--- src/sv/sbpfc_pkg.sv ---
// ----------------------------------------------------------------------------
// sbpfc_pkg
// Shared codes, constants and types of the servo bus packet framer/checker.
// ----------------------------------------------------------------------------
package sbpfc_pkg;

   localparam int QUEUE_DEPTH = 4;
   localparam int STEP_W      = 3;

   localparam logic [7:0]  SYNC_BYTE       = 8'hFF;
   localparam logic [7:0]  BROADCAST_ID    = 8'hFE;
   localparam logic [7:0]  READ_TO_TIMEOUT = 8'd255;
   localparam logic [7:0]  CHECKSUM_OK     = 8'hFF;
   localparam logic [15:0] TIMEOUT_RESET   = 16'd5000;

   // request commands
   localparam logic [2:0] CMD_TX_BEGIN = 3'd0;
   localparam logic [2:0] CMD_TX_PARAM = 3'd1;
   localparam logic [2:0] CMD_RX_BEGIN = 3'd2;
   localparam logic [2:0] CMD_RX_BYTE  = 3'd3;
   localparam logic [2:0] CMD_IDLE     = 3'd4;

   // response kinds
   localparam logic [1:0] KIND_TX      = 2'd0;
   localparam logic [1:0] KIND_RX      = 2'd1;
   localparam logic [1:0] KIND_VERDICT = 2'd2;

   // receive status
   localparam logic [2:0] ST_OK       = 3'd0;
   localparam logic [2:0] ST_TIMEOUT  = 3'd1;
   localparam logic [2:0] ST_HEADER   = 3'd2;
   localparam logic [2:0] ST_ID       = 3'd3;
   localparam logic [2:0] ST_LENGTH   = 3'd4;
   localparam logic [2:0] ST_CHECKSUM = 3'd5;

   // job opcodes between front and back
   localparam logic [1:0] JOB_TX_HDR  = 2'd0;
   localparam logic [1:0] JOB_TX_BYTE = 2'd1;
   localparam logic [1:0] JOB_RX_BYTE = 2'd2;
   localparam logic [1:0] JOB_VERDICT = 2'd3;

   typedef struct packed {
      logic [1:0] op;
      logic [7:0] id;
      logic [7:0] len;
      logic [7:0] instr;
      logic [7:0] data;
      logic [7:0] index;
      logic       chk_en;
      logic [7:0] chk;
      logic       vd_en;
      logic [7:0] vd_len;
      logic [7:0] vd_count;
      logic [2:0] vd_status;
   } job_type;

endpackage

--- src/sv/sbpfc_front.sv ---
// ----------------------------------------------------------------------------
// sbpfc_front
// Accepts requests, keeps the protocol state and makes jobs of those with output.
// ----------------------------------------------------------------------------
module sbpfc_front (
   input  logic                clock,
   input  logic                reset,
   input  logic                req_valid,
   output logic                req_stall,
   input  logic [2:0]          req_command,
   input  logic [7:0]          req_servo_id,
   input  logic [7:0]          req_instruction,
   input  logic [7:0]          req_param_count,
   input  logic [7:0]          req_data_byte,
   input  logic [7:0]          req_expected_length,
   input  logic                csr_valid,
   output logic                csr_ready,
   input  logic [15:0]         csr_timeout_limit,
   input  logic                q_full,
   output logic                q_push,
   output sbpfc_pkg::job_type  q_job
);

   typedef struct packed {
      logic [7:0] count;
      logic [2:0] status;
   } verdict_type;

   function automatic verdict_type judge(input logic [7:0] len, input logic timed_out,
                                         input logic [7:0] expct, input logic [7:0] txid,
                                         input logic hok, input logic idok,
                                         input logic [7:0] lf, input logic [7:0] sum);
      verdict_type v;
      v.count  = len;
      v.status = sbpfc_pkg::ST_OK;
      if (txid != sbpfc_pkg::BROADCAST_ID) begin
         if (timed_out && expct != sbpfc_pkg::READ_TO_TIMEOUT) begin
            v.status = sbpfc_pkg::ST_TIMEOUT;
         end else if (len > 8'd3) begin
            if (!hok) begin
               v.status = sbpfc_pkg::ST_HEADER;
            end else if (!idok) begin
               v.status = sbpfc_pkg::ST_ID;
            end else if (lf != len - 8'd4) begin
               v.status = sbpfc_pkg::ST_LENGTH;
            end else if (sum != sbpfc_pkg::CHECKSUM_OK) begin
               v.status = sbpfc_pkg::ST_CHECKSUM;
            end
         end
         if (v.status != sbpfc_pkg::ST_OK) v.count = 8'd0;
      end
      return v;
   endfunction

   logic [15:0] timeout_limit_ff, timeout_limit_in;
   logic [7:0]  last_tx_id_ff, last_tx_id_in;
   logic [7:0]  tx_sum_ff, tx_sum_in;
   logic [7:0]  params_left_ff, params_left_in;
   logic [7:0]  tx_index_ff, tx_index_in;
   logic        rx_active_ff, rx_active_in;
   logic [7:0]  rx_expected_ff, rx_expected_in;
   logic [7:0]  rx_received_ff, rx_received_in;
   logic [7:0]  rx_sum_ff, rx_sum_in;
   logic        header_ok_ff, header_ok_in;
   logic        id_ok_ff, id_ok_in;
   logic [7:0]  length_field_ff, length_field_in;
   logic [15:0] idle_ticks_ff, idle_ticks_in;

   logic        accept;
   logic [7:0]  lenb;
   logic [7:0]  sum_tmp;
   logic [7:0]  left_tmp;
   verdict_type vd;

   assign req_stall = q_full;
   assign csr_ready = 1'b1;
   assign accept    = req_valid && !req_stall;

   always_comb begin
      last_tx_id_in   = last_tx_id_ff;
      tx_sum_in       = tx_sum_ff;
      params_left_in  = params_left_ff;
      tx_index_in     = tx_index_ff;
      rx_active_in    = rx_active_ff;
      rx_expected_in  = rx_expected_ff;
      rx_received_in  = rx_received_ff;
      rx_sum_in       = rx_sum_ff;
      header_ok_in    = header_ok_ff;
      id_ok_in        = id_ok_ff;
      length_field_in = length_field_ff;
      idle_ticks_in   = idle_ticks_ff;
      lenb            = req_param_count + 8'd2;
      sum_tmp         = '0;
      left_tmp        = '0;
      vd              = '0;
      q_push          = 1'b0;
      q_job           = '0;
      if (accept) begin
         unique case (req_command)
            sbpfc_pkg::CMD_TX_BEGIN: begin
               sum_tmp        = req_servo_id + lenb + req_instruction;
               rx_active_in   = 1'b0;
               last_tx_id_in  = req_servo_id;
               params_left_in = req_param_count;
               tx_sum_in      = sum_tmp;
               tx_index_in    = (req_param_count == 8'd0) ? 8'd6 : 8'd5;
               q_push         = 1'b1;
               q_job.op       = sbpfc_pkg::JOB_TX_HDR;
               q_job.id       = req_servo_id;
               q_job.len      = lenb;
               q_job.instr    = req_instruction;
               q_job.chk_en   = (req_param_count == 8'd0);
               q_job.chk      = ~sum_tmp;
            end
            sbpfc_pkg::CMD_TX_PARAM: begin
               if (params_left_ff != 8'd0) begin
                  sum_tmp        = tx_sum_ff + req_data_byte;
                  left_tmp       = params_left_ff - 8'd1;
                  tx_sum_in      = sum_tmp;
                  params_left_in = left_tmp;
                  tx_index_in    = tx_index_ff + ((left_tmp == 8'd0) ? 8'd2 : 8'd1);
                  q_push         = 1'b1;
                  q_job.op       = sbpfc_pkg::JOB_TX_BYTE;
                  q_job.data     = req_data_byte;
                  q_job.index    = tx_index_ff;
                  q_job.chk_en   = (left_tmp == 8'd0);
                  q_job.chk      = ~sum_tmp;
               end
            end
            sbpfc_pkg::CMD_RX_BEGIN: begin
               rx_active_in    = 1'b1;
               rx_expected_in  = req_expected_length;
               rx_received_in  = 8'd0;
               rx_sum_in       = 8'd0;
               header_ok_in    = 1'b1;
               id_ok_in        = 1'b1;
               length_field_in = 8'd0;
               idle_ticks_in   = 16'd0;
               if (req_expected_length == 8'd0) begin
                  vd              = judge(8'd0, 1'b0, req_expected_length, last_tx_id_ff,
                                          1'b1, 1'b1, 8'd0, 8'd0);
                  rx_active_in    = 1'b0;
                  q_push          = 1'b1;
                  q_job.op        = sbpfc_pkg::JOB_VERDICT;
                  q_job.vd_en     = 1'b1;
                  q_job.vd_len    = 8'd0;
                  q_job.vd_count  = vd.count;
                  q_job.vd_status = vd.status;
               end
            end
            sbpfc_pkg::CMD_RX_BYTE: begin
               if (rx_active_ff) begin
                  if (rx_received_ff < 8'd2) begin
                     if (req_data_byte != sbpfc_pkg::SYNC_BYTE) header_ok_in = 1'b0;
                  end else begin
                     if (rx_received_ff == 8'd2) id_ok_in = (req_data_byte == last_tx_id_ff);
                     if (rx_received_ff == 8'd3) length_field_in = req_data_byte;
                     rx_sum_in = rx_sum_ff + req_data_byte;
                  end
                  rx_received_in = rx_received_ff + 8'd1;
                  idle_ticks_in  = 16'd0;
                  q_push         = 1'b1;
                  q_job.op       = sbpfc_pkg::JOB_RX_BYTE;
                  q_job.data     = req_data_byte;
                  q_job.index    = rx_received_ff;
                  if (rx_received_in == rx_expected_ff) begin
                     vd              = judge(rx_received_in, 1'b0, rx_expected_ff,
                                             last_tx_id_ff, header_ok_in, id_ok_in,
                                             length_field_in, rx_sum_in);
                     rx_active_in    = 1'b0;
                     q_job.vd_en     = 1'b1;
                     q_job.vd_len    = rx_received_in;
                     q_job.vd_count  = vd.count;
                     q_job.vd_status = vd.status;
                  end
               end
            end
            sbpfc_pkg::CMD_IDLE: begin
               if (rx_active_ff) begin
                  if (idle_ticks_ff >= timeout_limit_ff) begin
                     vd              = judge(rx_received_ff, 1'b1, rx_expected_ff,
                                             last_tx_id_ff, header_ok_ff, id_ok_ff,
                                             length_field_ff, rx_sum_ff);
                     rx_active_in    = 1'b0;
                     q_push          = 1'b1;
                     q_job.op        = sbpfc_pkg::JOB_VERDICT;
                     q_job.vd_en     = 1'b1;
                     q_job.vd_len    = rx_received_ff;
                     q_job.vd_count  = vd.count;
                     q_job.vd_status = vd.status;
                  end else begin
                     idle_ticks_in = idle_ticks_ff + 16'd1;
                  end
               end
            end
            default: begin
            end
         endcase
      end
   end

   assign timeout_limit_in = (csr_valid && csr_ready) ? csr_timeout_limit : timeout_limit_ff;

   always_ff @(posedge clock) begin
      if (reset) begin
         timeout_limit_ff <= sbpfc_pkg::TIMEOUT_RESET;
         last_tx_id_ff    <= '0;
         tx_sum_ff        <= '0;
         params_left_ff   <= '0;
         tx_index_ff      <= '0;
         rx_active_ff     <= 1'b0;
         rx_expected_ff   <= '0;
         rx_received_ff   <= '0;
         rx_sum_ff        <= '0;
         header_ok_ff     <= 1'b1;
         id_ok_ff         <= 1'b1;
         length_field_ff  <= '0;
         idle_ticks_ff    <= '0;
      end else begin
         timeout_limit_ff <= timeout_limit_in;
         last_tx_id_ff    <= last_tx_id_in;
         tx_sum_ff        <= tx_sum_in;
         params_left_ff   <= params_left_in;
         tx_index_ff      <= tx_index_in;
         rx_active_ff     <= rx_active_in;
         rx_expected_ff   <= rx_expected_in;
         rx_received_ff   <= rx_received_in;
         rx_sum_ff        <= rx_sum_in;
         header_ok_ff     <= header_ok_in;
         id_ok_ff         <= id_ok_in;
         length_field_ff  <= length_field_in;
         idle_ticks_ff    <= idle_ticks_in;
      end
   end

endmodule

--- config.mk ---
export PLATFORM = sky130hd
export DESIGN_NAME = sbpfc_front
export DESIGN_NICKNAME = d
export VERILOG_FILES = /design/src/sv/sbpfc_pkg.sv /design/src/sv/sbpfc_front.sv
export SDC_FILE = /design/constraint.sdc
export NUM_CORES = 1
export LEC_CHECK = 0
export ABC_CLOCK_PERIOD_IN_PS = 6940
export BUFFER_PORTS_ARGS = -buffer_cell sky130_fd_sc_hd__buf_2
export CELL_PAD_IN_SITES_DETAIL_PLACEMENT = 0
export CELL_PAD_IN_SITES_GLOBAL_PLACEMENT = 1
export CORE_MARGIN = 2
export CORE_UTILIZATION = 44
export DETAILED_ROUTE_END_ITERATION = 10
export PLACE_DENSITY = 0.9
export SLEW_MARGIN = 20
export SYNTH_ARGS = -nofsm -noshare
export SYNTH_HDL_FRONTEND = slang
export SYNTH_SLANG_ARGS = --single-unit
--- constraint.sdc ---
create_clock -name clock -period 6.94 [get_ports clock]
set_input_delay 1.735 -clock clock [delete_from_list [all_inputs] [get_ports clock]]
set_output_delay 1.735 -clock clock [all_outputs]
set_load 0.02 [all_outputs]
==> impl_metrics.csv <==
group,metric,value,unit
clock_tree,cts_root_buf,"clkbuf_16",
status,status,"complete, no violations",
critical_path,cp_top_family,"compound AO/OA/AOI/OAI gates",
floorplan,core_area,17200,um2
hold_path,hold_path_class,"register to register",
sta,slew_headroom,30.0,%
critical_path,crit_required,5.20,ns
floorplan,dieHeight,136,um
drt,routed_wl,23200,um
synth,synth-main-ff-cell,"dfxtp_1",
clock_tree,cts_tree,"yes",
power_and_ir_drop,power.total,1.30,mW
clock_tree,clkSlewWorstSetupHoldPaths,0.06,ns
clock_tree,post_cts_resized,0,
sta,maxSlewViolCount,0,
grt,grt_max_degree,76,
grt,globalRouteOverflowTotal,0,
critical_path,critPathCaptureType,"output pin",
synth,synth_top_area_share,25.8,%
synth,synth.distinct_cells,61,
power_and_ir_drop,p_per_area,147,nW/um2
layout,syn2layout_area_growth,15.0,%
sta,tightest_slew,1.05,ns
place,gp_congestion,0.875,
place,dpl-instance-area,8550,um2
sta,setup_tns,0,ns
drt,vias,7730,
floorplan,rows,48,
critical_path,path_buf_inv,2,
critical_path,path_class,"input port to output pin",
critical_path,r2r_start,"rx_received_ff[0]$_SDFFE_PP0P_",
sta,fin_crit,6.34,ns
power_and_ir_drop,ir_drop,125,uV
grt,grt_pass1_wl,36300,um
synth,ys_ff_latch,99,
job,drv_cap,0,
drt,via_per_inst,5.60,
synth,syn_avg_cell_area,7.35,um2
critical_path,ff2ff_path_depth,11,
critical_path,worst_path_max_delay_cell,"a211oi_1",
drt,drt_iter0_markers,601,
critical_path,timing.rr.end,"rx_active_ff$_SDFFE_PP0P_",
drt,drc,0,
synth,synth_edf_count,0,
place,place_inst,1367,
drt,ant_nets,0,
floorplan,ios,138,
drt,dr.pass1.iters,5,
clock_tree,numCtsBuffers,9,
grt,grt_pass1_vias,6890,
clock_tree,cts_buffer_depth,2,
clock_tree,clock_sinks,99,
clock_tree,clock_latency,0.36,ns
layout,fin_area,8840,um2
synth,ys_seq_area_share,25.8,%
layout,multi_input_area,5190,um2
sta,finalClockSkew,0.0110,ns
clock_tree,cts.htree.levels,3,
synth,syn_nets,1169,
synth,synthCells,1046,
floorplan,die_area,18500,um2
layout,antenna_cells,0,
hold_path,hold_start,"tx_sum_ff[3]$_SDFFE_PP0P_",
sta,rsz0062_at_grt,"no",
hold_path,holdPathEnd,"tx_sum_ff[3]$_SDFFE_PP0P_",
critical_path,crit_arrival,4.61,ns
floorplan,initial_core_util,44.7,%
layout,final_core_util,51.5,%
sta,max_freq,0.158,GHz
layout,regArea,1980,um2
critical_path,crit_chain,"buf_2, ha_1, a211oi_1, o21ai_0, a31oi_1, mux2i_1, xor2_1, o21ai_0, o31ai_4, o211a_1, a21o_1, buf_2",
critical_path,crit_path_max_incr_delay,0.45,ns
place,place_hpwl,17200,um
layout,fin_cells,1381,
critical_path,r2r_setup_slack,3.49,ns
clock_tree,cts_hold_buffers,0,
layout,final_net_count,1276,
synth,yosysTopAreaCell,"dfxtp_1",
drt,avgRoutedWirePerCell,16.8,um
power_and_ir_drop,p_leak,3.84,nW
sta,hold_viol_final,0,
synth,synth_area_leaders,"dfxtp_1 26%, ha_1 7.8%, nor2_1 7.6%, xnor2_1 6.8%, a21oi_1 5.2%",
layout,fill_cells,1746,
critical_path,crit_fanout,8,
sta,setup_viol,0,
hold_path,holdPathStages,2,
sta,fin_crit_sh,91.4,%
grt,grtUsageTotal,24.8,%
synth,yosysWarnings,0,
place,port_buffers,136,
synth,syn_area,7680,um2
critical_path,startpoint_type,"input port",
grt,grt_antenna_before_repair,0,
synth,ys_async_sr_fraction,0,%
layout,drive_gt1_share,15.6,%
clock_tree,postCtsSetupRepairBufs,0,
floorplan,die_x,136,um
-- worst max-delay path by stage --
stage,cells past startpoint,from,slack [ns],end
final,12,req_data_byte[1],0.60,q_job[5]
after global placement,13,req_data_byte[0],0.64,q_job[3]
after floorplan,10,req_data_byte[0],1.04,q_job[2]
after global routing,12,req_data_byte[1],0.37,q_job[3]
after detailed placement,12,req_data_byte[1],0.63,q_job[3]
after CTS,12,req_data_byte[1],0.62,q_job[3]
-- per-stage QoR --
stage / hold slack, ns / setup WS [ns]
after detailed placement: 0.457 / 0.633
after global routing: 0.505 / 0.370
after CTS: 0.466 / 0.621
after global placement: 0.456 / 0.639
final: 0.467 / 0.597
after floorplan: 0.436 / 1.04
-- worst reg2reg max path: stages, from the launching register on --
cell     delay [ns]
dfxtp_1        0.60
ha_1           0.49
and2_1         0.39
nand3_1        0.24
xnor2_1        0.41
xor2_1         0.13
nor4_1         0.35
buf_4          0.22
o21ai_0        0.08
a21o_1         0.18
a22oi_1        0.15
nor2_1         0.06
-- layout by cell type (no fill, tap or decap), types with 30 or more instances in the layout --
master	count
nor2_1	155
buf_2	136
dfxtp_1	99
nand2_1	95
a21oi_1	80
inv_1	71
xnor2_1	60
o21ai_0	53
ha_1	48
nor3_1	33
a22oi_1	31
nand3_1	30
-- where the power goes --
group | internal [mW] | total [mW] | switching, mW | leakage (nW)
Combinational | 0.0808 | 0.204 | 0.123 | 2.90
Clock | 0.286 | 0.512 | 0.226 | 0.141
Sequential | 0.578 | 0.584 | 0.00608 | 0.802
-- cell usage after synthesis, types with 2 or more instances --
library cell,number
a211oi_1,8
a21o_1,11
a21oi_1,80
a22oi_1,31
a31o_2,2
a31oi_1,5
a32o_1,6
and2_1,12
and3_1,17
buf_1,6
buf_2,3
buf_4,2
clkbuf_1,47
dfxtp_1,99
fa_1,11
ha_1,48
inv_1,71
mux2i_1,18
nand2_1,95
nand2b_1,8
nand3_1,30
nand3b_1,3
nand4_1,25
nor2_1,155
nor2b_1,11
nor3_1,33
nor3b_1,4
nor4_1,6
o211a_1,3
o211ai_1,7
o21ai_0,53
o21bai_1,6
o311ai_0,2
o31ai_1,3
or2_2,3
or3_1,9
or4_1,7
xnor2_1,60
xor2_1,24
-- sequential cells by signal, indices dropped and copies added (netlist names) --
| name | count |
|---|---|
| header_ok_ff | 1 |
| id_ok_ff | 1 |
| idle_ticks_ff | 16 |
| last_tx_id_ff | 8 |
| length_field_ff | 8 |
| params_left_ff | 8 |
| rx_active_ff | 1 |
| rx_expected_ff | 8 |
| rx_received_ff | 8 |
| rx_sum_ff | 8 |
| timeout_limit_ff | 16 |
| tx_index_ff | 8 |
| tx_sum_ff | 8 |
-- cell families after synthesis --
group / count (synthesis) / share of synthesized area, %
and+or+nand+nor: 423 / 25.8
AOI/OAI and AO/OA: 230 / 18.8
buffers and inverters: 130 / 6.59
DFF: 99 / 25.8
xor gates and xnor gates: 85 / 9.79
adders and majority gates: 59 / 10.7
muxes: 19 / 2.49
other: 1 / 0.0488
-- routing by layer --
layer | vias up | track usage [%] | routed length, um | share of wire [%]
li1 | 3834 | - | - | -
met1 | 3608 | 35.0 | 10900 | 47
met2 | 261 | 38.9 | 10400 | 45
met3 | 27 | 4.36 | 1590 | 6.9
met4 | 0 | 6.83 | 372 | 1.6
met5 | - | 0 | 0 | 0
-- area by class of cell --
type	instances	share of cell area, %
tap	225	3.19
clock buffer	10	2.70
inverter	71	3.02
clock inverter	4	0.580
sequential	99	22.4
multi-input combinational	817	58.8
timing repair buffer	155	9.31
Note: power is estimated with default switching activity, not from simulation.
